**config.mk**
```make
export PLATFORM = sky130hd
export DESIGN_NAME = button_debounce_long_press_flat
export DESIGN_NICKNAME = d
export VERILOG_FILES = /design/src/rtl/core/bdl_pkg.sv /design/src/rtl/core/bdl_req_if.sv /design/src/rtl/core/bdl_rsp_if.sv /design/src/rtl/core/bdl_fsm.sv /design/src/rtl/core/button_debounce_long_press.sv /design/src/flat_wrapper.sv
export VERILOG_INCLUDE_DIRS = /design/src /design/src/rtl/core
export SDC_FILE = /design/constraint.sdc
export NUM_CORES = 1
export LEC_CHECK = 0
export ABC_AREA = 1
export BUFFER_PORTS_ARGS = -buffer_cell sky130_fd_sc_hd__buf_2
export CAP_MARGIN = 40
export CORE_ASPECT_RATIO = 0.8
export CORE_MARGIN = 8
export CORE_UTILIZATION = 55
export CTS_BUF_LIST = sky130_fd_sc_hd__clkbuf_16
export CTS_CLUSTER_SIZE = 40
export DETAILED_ROUTE_END_ITERATION = 12
export HOLD_SLACK_MARGIN = 0.02
export PLACE_DENSITY = 0.75
export RECOVER_POWER = 25
export SYNTH_ARGS = -nofsm -noshare
export SYNTH_HDL_FRONTEND = slang
export SYNTH_SLANG_ARGS = --single-unit
export TNS_END_PERCENT = 10
```
**constraint.sdc**
```tcl
create_clock -name i_clk -period 3.4 [get_ports i_clk]
set_input_delay 0.17 -clock i_clk [delete_from_list [all_inputs] [get_ports i_clk]]
set_output_delay 0.17 -clock i_clk [all_outputs]
set_load 0.02 [all_outputs]
```
**src/rtl/core/assert_macros.svh**
```systemverilog
// Assertion macros shared by the button debouncer RTL.
// Included by the modules that carry concurrent assertions; no other dependencies.
`ifndef ASSERT_MACROS_SVH
`define ASSERT_MACROS_SVH

// Clocked assertion that is switched off while reset is asserted (active low).
`define BDL_ASSERT_RST(label, clk, rst_n, prop) \
    label: assert property (@(posedge clk) disable iff (!rst_n) prop) \
        else $error("%m: assertion failed");

// Clocked assertion that is checked on every edge, reset included.
`define BDL_ASSERT_ALWAYS(label, clk, prop) \
    label: assert property (@(posedge clk) prop) \
        else $error("%m: assertion failed");

`endif

```
**src/rtl/core/bdl_pkg.sv**
```systemverilog
// Shared types and constants for the button debouncer with long-press detection.
// Used by the channel interfaces, the state machine and the top level.
`timescale 1ns / 1ps

package bdl_pkg;

    // Field widths.
    localparam int unsigned NOW_W     = 32;
    localparam int unsigned TIME_W    = 16;
    localparam int unsigned CFG_IDX_W = 1;

    // Request function codes.
    localparam logic FUNC_SERVICE = 1'b0;
    localparam logic FUNC_INIT    = 1'b1;

    // Configuration register indexes.
    localparam logic [CFG_IDX_W-1:0] REG_DEBOUNCE   = 1'b0;
    localparam logic [CFG_IDX_W-1:0] REG_LONG_PRESS = 1'b1;

    // Register reset values in milliseconds.
    localparam logic [TIME_W-1:0] DEBOUNCE_RESET   = 16'd20;
    localparam logic [TIME_W-1:0] LONG_PRESS_RESET = 16'd1000;

    // One button sample request.
    typedef struct packed {
        logic              func;
        logic              raw_pressed;
        logic [NOW_W-1:0]  now_ms;
    } t_req;

    // One result: three single-request edge flags and two levels.
    typedef struct packed {
        logic pressed_edge;
        logic long_hold_edge;
        logic released_edge;
        logic is_pressed;
        logic is_long_held;
    } t_rsp;

endpackage

```
**src/rtl/core/bdl_req_if.sv**
```systemverilog
// Request channel of the button debouncer: valid/ready plus the sample payload.
// Depends on bdl_pkg for field widths.
`timescale 1ns / 1ps

interface bdl_req_if;
    import bdl_pkg::*;

    logic             valid;
    logic             ready;
    logic             func;
    logic             raw_pressed;
    logic [NOW_W-1:0] now_ms;

    modport source (output valid, func, raw_pressed, now_ms, input ready);
    modport sink   (input valid, func, raw_pressed, now_ms, output ready);
endinterface

```
**src/rtl/core/bdl_rsp_if.sv**
```systemverilog
// Result channel of the button debouncer: valid/ready plus edge and level flags.
// Imports bdl_pkg, though no field here takes its width from it.
`timescale 1ns / 1ps

interface bdl_rsp_if;
    import bdl_pkg::*;

    logic valid;
    logic ready;
    logic pressed_edge;
    logic long_hold_edge;
    logic released_edge;
    logic is_pressed;
    logic is_long_held;

    modport source (output valid, pressed_edge, long_hold_edge, released_edge,
                    is_pressed, is_long_held, input ready);
    modport sink   (input valid, pressed_edge, long_hold_edge, released_edge,
                    is_pressed, is_long_held, output ready);
endinterface

```
**src/rtl/core/bdl_fsm.sv**
```systemverilog
// Debounce and long-press state machine with its timestamp registers.
// Depends on bdl_pkg and assert_macros.svh.
`timescale 1ns / 1ps
`include "assert_macros.svh"

module bdl_fsm (
    input  logic                         i_clk,
    input  logic                         i_rst_n,
    input  logic                         i_step,
    input  bdl_pkg::t_req                i_req,
    input  logic [bdl_pkg::TIME_W-1:0]   i_debounce_time,
    input  logic [bdl_pkg::TIME_W-1:0]   i_long_press_time,
    output bdl_pkg::t_rsp                o_rsp
);
    import bdl_pkg::*;

    typedef enum logic [2:0] {
        ST_RELEASED  = 3'd0,
        ST_DEB_PRESS = 3'd1,
        ST_PRESSED   = 3'd2,
        ST_LONG      = 3'd3,
        ST_DEB_REL_P = 3'd4,
        ST_DEB_REL_L = 3'd5
    } t_state;

    t_state           r_state;
    t_state           n_state;
    logic [NOW_W-1:0] r_trans_start;
    logic [NOW_W-1:0] n_trans_start;
    logic [NOW_W-1:0] r_press_start;
    logic [NOW_W-1:0] n_press_start;
    logic             w_deb_reached;
    logic             w_long_reached;
    logic [NOW_W-1:0] w_trans_elapsed;
    logic [NOW_W-1:0] w_press_elapsed;

    // Elapsed times are modular differences, so the millisecond counter may wrap.
    assign w_trans_elapsed = i_req.now_ms - r_trans_start;
    assign w_press_elapsed = i_req.now_ms - r_press_start;
    assign w_deb_reached   = w_trans_elapsed >= NOW_W'(i_debounce_time);
    assign w_long_reached  = w_press_elapsed >= NOW_W'(i_long_press_time);

    // Next state, timestamps and edge flags for the current request.
    always_comb begin
        n_state       = r_state;
        n_trans_start = r_trans_start;
        n_press_start = r_press_start;
        o_rsp         = '0;
        if (i_req.func == FUNC_INIT) begin
            n_state       = i_req.raw_pressed ? ST_PRESSED : ST_RELEASED;
            n_trans_start = i_req.now_ms;
            n_press_start = i_req.now_ms;
        end else begin
            unique case (r_state) inside
                ST_DEB_PRESS: begin
                    if (!i_req.raw_pressed) begin
                        n_state = ST_RELEASED;
                    end else if (w_deb_reached) begin
                        n_state            = ST_PRESSED;
                        n_press_start      = i_req.now_ms;
                        o_rsp.pressed_edge = 1'b1;
                    end
                end
                ST_PRESSED: begin
                    if (!i_req.raw_pressed) begin
                        n_state       = ST_DEB_REL_P;
                        n_trans_start = i_req.now_ms;
                    end else if (w_long_reached) begin
                        n_state              = ST_LONG;
                        o_rsp.long_hold_edge = 1'b1;
                    end
                end
                ST_LONG: begin
                    if (!i_req.raw_pressed) begin
                        n_state       = ST_DEB_REL_L;
                        n_trans_start = i_req.now_ms;
                    end
                end
                ST_DEB_REL_P, ST_DEB_REL_L: begin
                    if (i_req.raw_pressed) begin
                        n_state = (r_state == ST_DEB_REL_P) ? ST_PRESSED : ST_LONG;
                    end else if (w_deb_reached) begin
                        n_state             = ST_RELEASED;
                        o_rsp.released_edge = 1'b1;
                    end
                end
                default: begin
                    // Released, and any code outside the machine, behave as released.
                    n_state = ST_RELEASED;
                    if (i_req.raw_pressed) begin
                        n_state       = ST_DEB_PRESS;
                        n_trans_start = i_req.now_ms;
                    end
                end
            endcase
        end
        o_rsp.is_pressed   = (n_state == ST_PRESSED) || (n_state == ST_LONG) ||
                             (n_state == ST_DEB_REL_P) || (n_state == ST_DEB_REL_L);
        o_rsp.is_long_held = (n_state == ST_LONG) || (n_state == ST_DEB_REL_L);
    end

    // State and timestamps advance once per processed request.
    always_ff @(posedge i_clk) begin
        if (!i_rst_n) begin
            r_state       <= ST_RELEASED;
            r_trans_start <= '0;
            r_press_start <= '0;
        end else if (i_step) begin
            r_state       <= n_state;
            r_trans_start <= n_trans_start;
            r_press_start <= n_press_start;
        end
    end

    // An accepted press restarts the long-press timer at the request's time.
    `BDL_ASSERT_RST(a_press_restarts_timer, i_clk, i_rst_n,
        i_step && o_rsp.pressed_edge |=>
            (r_state == ST_PRESSED) && (r_press_start == $past(i_req.now_ms)))
    // A long-hold edge always lands in the long-held state.
    `BDL_ASSERT_RST(a_long_edge_state, i_clk, i_rst_n,
        i_step && o_rsp.long_hold_edge |=> r_state == ST_LONG)
    // A release edge always returns the machine to released.
    `BDL_ASSERT_RST(a_release_edge_state, i_clk, i_rst_n,
        i_step && o_rsp.released_edge |=> r_state == ST_RELEASED)
endmodule

```
**src/rtl/core/button_debounce_long_press.sv**
```systemverilog
// Button debouncer with long-press detection: sample in, one result out per sample.
// Top level. Depends on bdl_pkg, bdl_req_if, bdl_rsp_if, bdl_fsm and assert_macros.svh.
// Each request carries a raw active-high button level and a free-running millisecond
// time; every request produces exactly one result. The block takes one request per
// cycle while the output is not stalled: the request goes into an input register,
// the state machine and its two 32-bit elapsed-time compares update as it leaves
// that register, and the result lands in an output register. An initialize request
// forces the state to pressed or released from the raw level. Configuration writes
// (debounce time at index 0, long-press time at index 1, both in milliseconds) are
// taken at any edge with the write enable high and should only be made while no
// request is in flight.
`timescale 1ns / 1ps
`include "assert_macros.svh"

module button_debounce_long_press (
    input  logic                           i_clk,
    input  logic                           i_rst_n,
    bdl_req_if.sink                        i_req,
    bdl_rsp_if.source                      o_rsp,
    input  logic                           i_cfg_we,
    input  logic [bdl_pkg::CFG_IDX_W-1:0]  i_cfg_idx,
    input  logic [bdl_pkg::TIME_W-1:0]     i_cfg_data
);
    import bdl_pkg::*;

    t_req              r_req;
    logic              r_in_valid;
    t_rsp              r_rsp;
    t_rsp              w_rsp;
    logic              r_out_valid;
    logic [TIME_W-1:0] r_debounce_time;
    logic [TIME_W-1:0] r_long_press_time;
    logic              w_advance;
    logic              w_accept;

    // The working stage moves forward whenever the output register is free or draining.
    assign w_advance   = r_in_valid && (!r_out_valid || o_rsp.ready);
    assign i_req.ready = !r_in_valid || w_advance;
    assign w_accept    = i_req.valid && i_req.ready;

    // Configuration registers.
    always_ff @(posedge i_clk) begin
        if (!i_rst_n) begin
            r_debounce_time   <= DEBOUNCE_RESET;
            r_long_press_time <= LONG_PRESS_RESET;
        end else if (i_cfg_we) begin
            unique case (i_cfg_idx)
                REG_DEBOUNCE:   r_debounce_time   <= i_cfg_data;
                REG_LONG_PRESS: r_long_press_time <= i_cfg_data;
                default:        ;
            endcase
        end
    end

    // Input register.
    always_ff @(posedge i_clk) begin
        if (!i_rst_n) begin
            r_in_valid <= 1'b0;
        end else if (i_req.ready) begin
            r_in_valid <= i_req.valid;
        end
    end

    always_ff @(posedge i_clk) begin
        if (w_accept) begin
            r_req.func        <= i_req.func;
            r_req.raw_pressed <= i_req.raw_pressed;
            r_req.now_ms      <= i_req.now_ms;
        end
    end

    bdl_fsm u_fsm (
        .i_clk             (i_clk),
        .i_rst_n           (i_rst_n),
        .i_step            (w_advance),
        .i_req             (r_req),
        .i_debounce_time   (r_debounce_time),
        .i_long_press_time (r_long_press_time),
        .o_rsp             (w_rsp)
    );

    // Output register.
    always_ff @(posedge i_clk) begin
        if (!i_rst_n) begin
            r_out_valid <= 1'b0;
        end else if (w_advance) begin
            r_out_valid <= 1'b1;
        end else if (o_rsp.ready) begin
            r_out_valid <= 1'b0;
        end
    end

    always_ff @(posedge i_clk) begin
        if (w_advance) begin
            r_rsp <= w_rsp;
        end
    end

    assign o_rsp.valid          = r_out_valid;
    assign o_rsp.pressed_edge   = r_rsp.pressed_edge;
    assign o_rsp.long_hold_edge = r_rsp.long_hold_edge;
    assign o_rsp.released_edge  = r_rsp.released_edge;
    assign o_rsp.is_pressed     = r_rsp.is_pressed;
    assign o_rsp.is_long_held   = r_rsp.is_long_held;

    // An accepted request always occupies the input register on the next cycle.
    `BDL_ASSERT_RST(a_accept_fills_stage, i_clk, i_rst_n, w_accept |=> r_in_valid)
    // A processed request always shows up as a pending result.
    `BDL_ASSERT_RST(a_advance_fills_out, i_clk, i_rst_n, w_advance |=> r_out_valid)
    // A request held behind a stalled result is neither lost nor processed.
    `BDL_ASSERT_RST(a_stall_keeps_req, i_clk, i_rst_n,
        r_in_valid && r_out_valid && !o_rsp.ready |-> !w_advance && !i_req.ready)
endmodule
```
**src/flat_wrapper.sv**
```systemverilog
// flat-port wrapper written by rule: the top's interface ports become plain ports
module button_debounce_long_press_flat import bdl_pkg::*;
  (i_clk, i_rst_n, i_cfg_we, i_cfg_idx, i_cfg_data, i_req_valid, i_req_func, i_req_raw_pressed, i_req_now_ms, i_req_ready, o_rsp_valid, o_rsp_pressed_edge, o_rsp_long_hold_edge, o_rsp_released_edge, o_rsp_is_pressed, o_rsp_is_long_held, o_rsp_ready);
  bdl_req_if i_req_i ();
  bdl_rsp_if o_rsp_i ();
  input  logic i_clk;
  input  logic i_rst_n;
  input  logic i_cfg_we;
  input  logic [bdl_pkg::CFG_IDX_W-1:0] i_cfg_idx;
  input  logic [bdl_pkg::TIME_W-1:0] i_cfg_data;
  input wire logic [$bits(i_req_i.valid)-1:0] i_req_valid;
  input wire logic [$bits(i_req_i.func)-1:0] i_req_func;
  input wire logic [$bits(i_req_i.raw_pressed)-1:0] i_req_raw_pressed;
  input wire logic [$bits(i_req_i.now_ms)-1:0] i_req_now_ms;
  output wire logic [$bits(i_req_i.ready)-1:0] i_req_ready;
  output wire logic [$bits(o_rsp_i.valid)-1:0] o_rsp_valid;
  output wire logic [$bits(o_rsp_i.pressed_edge)-1:0] o_rsp_pressed_edge;
  output wire logic [$bits(o_rsp_i.long_hold_edge)-1:0] o_rsp_long_hold_edge;
  output wire logic [$bits(o_rsp_i.released_edge)-1:0] o_rsp_released_edge;
  output wire logic [$bits(o_rsp_i.is_pressed)-1:0] o_rsp_is_pressed;
  output wire logic [$bits(o_rsp_i.is_long_held)-1:0] o_rsp_is_long_held;
  input wire logic [$bits(o_rsp_i.ready)-1:0] o_rsp_ready;
  assign i_req_i.valid = i_req_valid;
  assign i_req_i.func = i_req_func;
  assign i_req_i.raw_pressed = i_req_raw_pressed;
  assign i_req_i.now_ms = i_req_now_ms;
  assign i_req_ready = i_req_i.ready;
  assign o_rsp_valid = o_rsp_i.valid;
  assign o_rsp_pressed_edge = o_rsp_i.pressed_edge;
  assign o_rsp_long_hold_edge = o_rsp_i.long_hold_edge;
  assign o_rsp_released_edge = o_rsp_i.released_edge;
  assign o_rsp_is_pressed = o_rsp_i.is_pressed;
  assign o_rsp_is_long_held = o_rsp_i.is_long_held;
  assign o_rsp_i.ready = o_rsp_ready;
  button_debounce_long_press u_core (.i_clk(i_clk), .i_rst_n(i_rst_n), .i_req(i_req_i), .o_rsp(o_rsp_i), .i_cfg_we(i_cfg_we), .i_cfg_idx(i_cfg_idx), .i_cfg_data(i_cfg_data));
endmodule
```
* Yosys cells after proc, flatten, opt, wreduce, memory -nomap -nowiden
Cells that the tools add are included.
Cells by class: $add $sub $neg 2, $lt $le $gt $ge 2, equality and inequality tests 11, muxes and demuxes 24, bitwise operators 5, reduce and logical (&&, ||, !) cells 25
Operators with widths (number):
- $mux W32 | 7
- $ge A32 B16 Y1 | 2
- $pmux W32 S2 | 1
- $sub A32 B32 Y32 | 2
- $mux W3 | 8
- $eq A3 B2 Y1 const B | 4
- $eq A3 B3 Y1 const B | 4
- $pmux W3 S4 | 1
- $reduce_or A3 Y1 | 4
- $reduce_and A4 Y1 | 2
- $reduce_bool A2 Y1 | 4
- $logic_or A1 B1 Y1 | 6
- $mux W1 | 6
- $not A1 Y1 | 5
- $reduce_and A2 Y1 | 2
- $reduce_or A2 Y1 | 2
- $eq A3 B1 Y1 const B | 1
- $ne A3 B2 Y1 const B | 1
- $reduce_bool A3 Y1 | 1
- $logic_and A1 B1 Y1 | 2
- $logic_not A1 Y1 | 2
- $mux W2 | 1
- $ne A2 B1 Y1 const B | 1
Word-level totals: register bits after elaboration 140, input port bits 56, output and inout bits 7, logic and storage cells 84

* Logic depth before layout (Yosys ltp)
word-level depth 10, gate-level depth with buffers 27, depth with buffers taken out 27

* Hierarchy
A second synthesis with hierarchy kept.
Unflattened totals: cell total of the unflattened synthesis 1790, area, all modules 11023.1 um^2
Modules (own cells, without submodules):
- bdl_fsm | instances 1, cells each 1567, area each 8488.1 um^2, sequential area each 1341.3 um^2
- button_debounce_long_press | instances 1, cells each 223, area each 2534.9 um^2, sequential area each 1851.8 um^2

* Worst setup path before layout
No wires, ideal clock.
kind flip-flop to flip-flop, start point register u_core.r_req[7] (netlist bit), end point register u_core.r_rsp, in the netlist u_core.o_rsp.is_long_held, data pin, setup time 254 ps, arrival time 2897 ps, data required time 3146 ps, path slack 249 ps, cell stages (with the launch flop) 23, buffers on the path 0, period minus slack after synthesis 3151 ps, cell sequence edfxtp_1 ha_1 nand2_1 inv_1 nand2_1 nand2_1 a21oi_1 nand2_2 xor2_1 ha_1 a21oi_1 nor2_1 a211oi_1 nand3_1 nor2_1 nand3_1 nor2_2 nand3_2 nand2_4 nand2_1 nand2_1 nand3_1 nor2b_1
RTL lines:
- from (decl) | RTL line button_debounce_long_press.sv:26 | t_req r_req;
- to (signal assigned) | RTL line button_debounce_long_press.sv:95 | r_rsp <= w_rsp;
- to (decl) | RTL line button_debounce_long_press.sv:28 | t_rsp r_rsp;

==> reports/metrics.yaml <==
route:
  via_per_inst: 5.37
  wl_mm: 31.8
  firstDrtPassIters: 6
  remaining_drc_errors: 0
  num_vias: 10611
  first_iter_violations: 913
  wl_per_cell_um: 16.1
  drtAntennaViolNets: 0
placement:
  dp_hpwl_mm: 23.3
  preCtsSetupSlack_ns: -0.0446
  dp_cells: 1895
  routabilityCongestion: 0.971
  dpl_cell_area_um2: 11200
  io_buffers: 62
layout:
  stdcell_area_um2: 12800
  final.fill_count: 1464
  final_common_cell: "nand2_1"
  areaGrowthSynthToFinish_pct: 24.9
  final_cell_mix: "387 x nand2_1, 292 x inv_1, 157 x nor2_1"
  finalNonFillerCells: 1977
  drive_above_1_share: 0.156
  layout.nets: 1885
  final_util: 0.703
grt:
  grt_pass1_vias: 9746
  antenna_found_initial: 1
  grt_max_degree: 58
  grt_use_total: 0.261
  overflow: 0
  grt_pass1_wl_mm: 48.2
critical_path:
  critPathLaunchType: "flip-flop"
  cp_data_required_time_ns: 3.57
  critPathKind: "flip-flop to flip-flop"
  crit_arrival_ns: 3.66
  crit_path_end_kind: "flip-flop"
  worstPathMaxFanout: 5
power_and_ir_drop:
  ir_drop_mv: 0.325
  powerDensity_nw_per_um2: 451
  p_sw_mw: 1.93
  p_int_mw: 3.83
  clkPwrFrac: 0.347
  p_comb_frac: 0.325
  power_frac_seq: 0.328
  sw_frac_of_total: 0.334
  power.total_mw: 5.76
  leakagePower_nw: 6.28
timing:
  setup_viol_count_final: 32
  final.setup_skew_ns: 0.0110
  max_clock_freq_mhz: 287
  rsz0062_at_grt: "yes"
  maxSlewViolCount: 0
  finalSetupTns_ns: -0.740
  hold_violations: 0
  fin_crit_sh: 1.02
  hold_ws_ns: 0.0398
  worst_slack_ns: -0.0839
  slew_headroom: 0.406
  period_needed_ns: 3.48
  tightest_slew_ns: 0.891
hold_path:
  hp-class: "primary input to flip-flop"
floorplan:
  die_w_um: 168
  core_um2: 18200
  pin_count: 63
  rows: 44
  fp.dieArea_um2: 23200
  die_h_um: 138
  start_util: 0.563
run:
  maxCapViolCount: 0
synth:
  synth_cells: 1567
  ys_ff_latch: 140
  syn-num-nets: 1719
  synth_top_area_share: 0.198
  synth_area_um2: 10200
  synth.area.top_cells: "dfxtp_1 20%, nand2_1 15%, ha_1 11%"
  ys_types: 39
  avgSynthCellArea_um2: 6.53
  yosys_warnings: 0
  ys_seq_area_frac: 0.312
  yosys.area.top_type: "dfxtp_1"
clocking:
  cts.sinks: 140
  ctsRootBufferMaster: "clkbuf_16"
  clk_pin_slew_ns: 0.06
  clk_latency_ns: 0.43
  cts.path.max_buffers: 2
  cts-buffers-inserted: 17
  ctsHtreeMaxLevel: 4
  tritoncts: "built"
run_status:
  status: "finished with violations"
  violations: "negative setup slack"
## worst paths after layout
path	startpoint	end	slack [ns]	cells after the start
worst max-delay path	u_core.r_req[2]	u_core.o_rsp.is_long_held	-0.08	24
worst max register to register	u_core.r_req[2]	u_core.o_rsp.is_long_held	-0.08	24
worst min-delay path	o_rsp_ready	u_core.o_rsp.valid	0.04	4
worst min register to register	u_core.u_fsm.r_trans_start[18]	u_core.u_fsm.r_trans_start[18]	0.46	2
## worst max-delay path, cell delays in order, from the launching register on
cell	delay [ns]
edfxtp_1	0.46
ha_4	0.30
nand2_1	0.09
nand2_2	0.07
inv_2	0.07
nand2_4	0.06
nand2_1	0.06
nand2_1	0.07
nand2_1	0.08
nand2_2	0.06
xor2_1	0.14
ha_1	0.32
a21oi_2	0.15
nor2_2	0.05
a211oi_2	0.18
nand3_1	0.11
nor2_2	0.14
nand3_2	0.11
nor2_4	0.15
nand3_4	0.10
nand2_4	0.11
nand2_2	0.06
nand2_2	0.07
nand3_2	0.09
nor2b_1	0.14
## sequential cells by signal, summed over array words and instances, names as in the netlist
name                         cells
u_core.r_req                    34
u_core.u_fsm.r_press_start      32
u_core.u_fsm.r_trans_start      32
u_core.r_debounce_time          16
u_core.r_long_press_time        16
u_core.u_fsm.r_state             3
u_core.o_rsp.is_long_held        1
u_core.o_rsp.is_pressed          1
u_core.o_rsp.long_hold_edge      1
u_core.o_rsp.pressed_edge        1
u_core.o_rsp.released_edge       1
u_core.o_rsp.valid               1
u_core.r_in_valid                1
## logic make-up (layout without fill, tap and decap cells)
| family | count (synthesis) | after routing | share of synthesized area |
|---|---|---|---|
| buffers and inverters | 333 | 512 | 0.125 |
| AO/OA/AOI/OAI | 270 | 270 | 0.138 |
| flip-flops | 140 | 140 | 0.312 |
| other | 0 | 1 | 0 |
| AND/OR/NAND/NOR | 695 | 695 | 0.277 |
| XOR/XNOR | 33 | 33 | 0.0283 |
| adder cells (fa/ha/maj) | 96 | 96 | 0.119 |
## cell usage after synthesis (all sizes together)
cell    instances
xor2           28
o21ai         116
o211ai          8
buf             7
and3            4
nand4          11
nand2         417
fa              2
inv           303
xnor2           5
nor4            1
nand3          66
dfxtp         101
a211oi          2
clkbuf         22
o21bai          7
nand3b          6
nor2b           1
a21oi         131
nor2          177
a21boi          1
nor3           11
a311oi          1
or2             1
o31ai           1
a31oi           1
edfxtp         39
clkinv          1
ha             94
o21a            2
## area by class of cell
class,count,area [um2],share of cell area
clock inverters,14,174,0.0136
diodes,1,2.50,0.000196
well taps,230,288,0.0225
flip-flops and latches,140,3190,0.250
repair buffers,176,1320,0.103
multi-input cells,1094,6200,0.486
clock buffers,18,450,0.0353
inverters,304,1140,0.0893
## power groups by stage
stage / Combinational, mW / Sequential [mW] / Clock, mW
5_1_grt: 2.08 / 1.90 / 2.08
4_1_cts: 1.69 / 1.88 / 2.01
3_3_place_gp: 1.60 / 1.91 / 0
2_1_floorplan: 1.14 / 1.91 / 0
3_5_place_dp: 1.63 / 1.92 / 0
6_report: 1.87 / 1.89 / 2.00
## per-layer routing
metal	wire length [um]	vias up	GRT usage
met2	14600	406	0.426
met3	2460	58	0.0421
met4	599	0	0.0792
met5	0	-	0
met1	14100	4862	0.351
li1	-	5285	-
## repair_timing
action / 4_1_cts / 5_1_grt
resized for setup: 9 / 88
pin swaps: 1 / 28
endpoints found under the setup margin: 1 / 40
hold buffers: 39 / 0
gates cloned: 0 / 1
endpoints found under the hold margin: 39 / 0
buffers inserted: 1 / 8
Note: power is estimated with default switching activity, not from simulation.
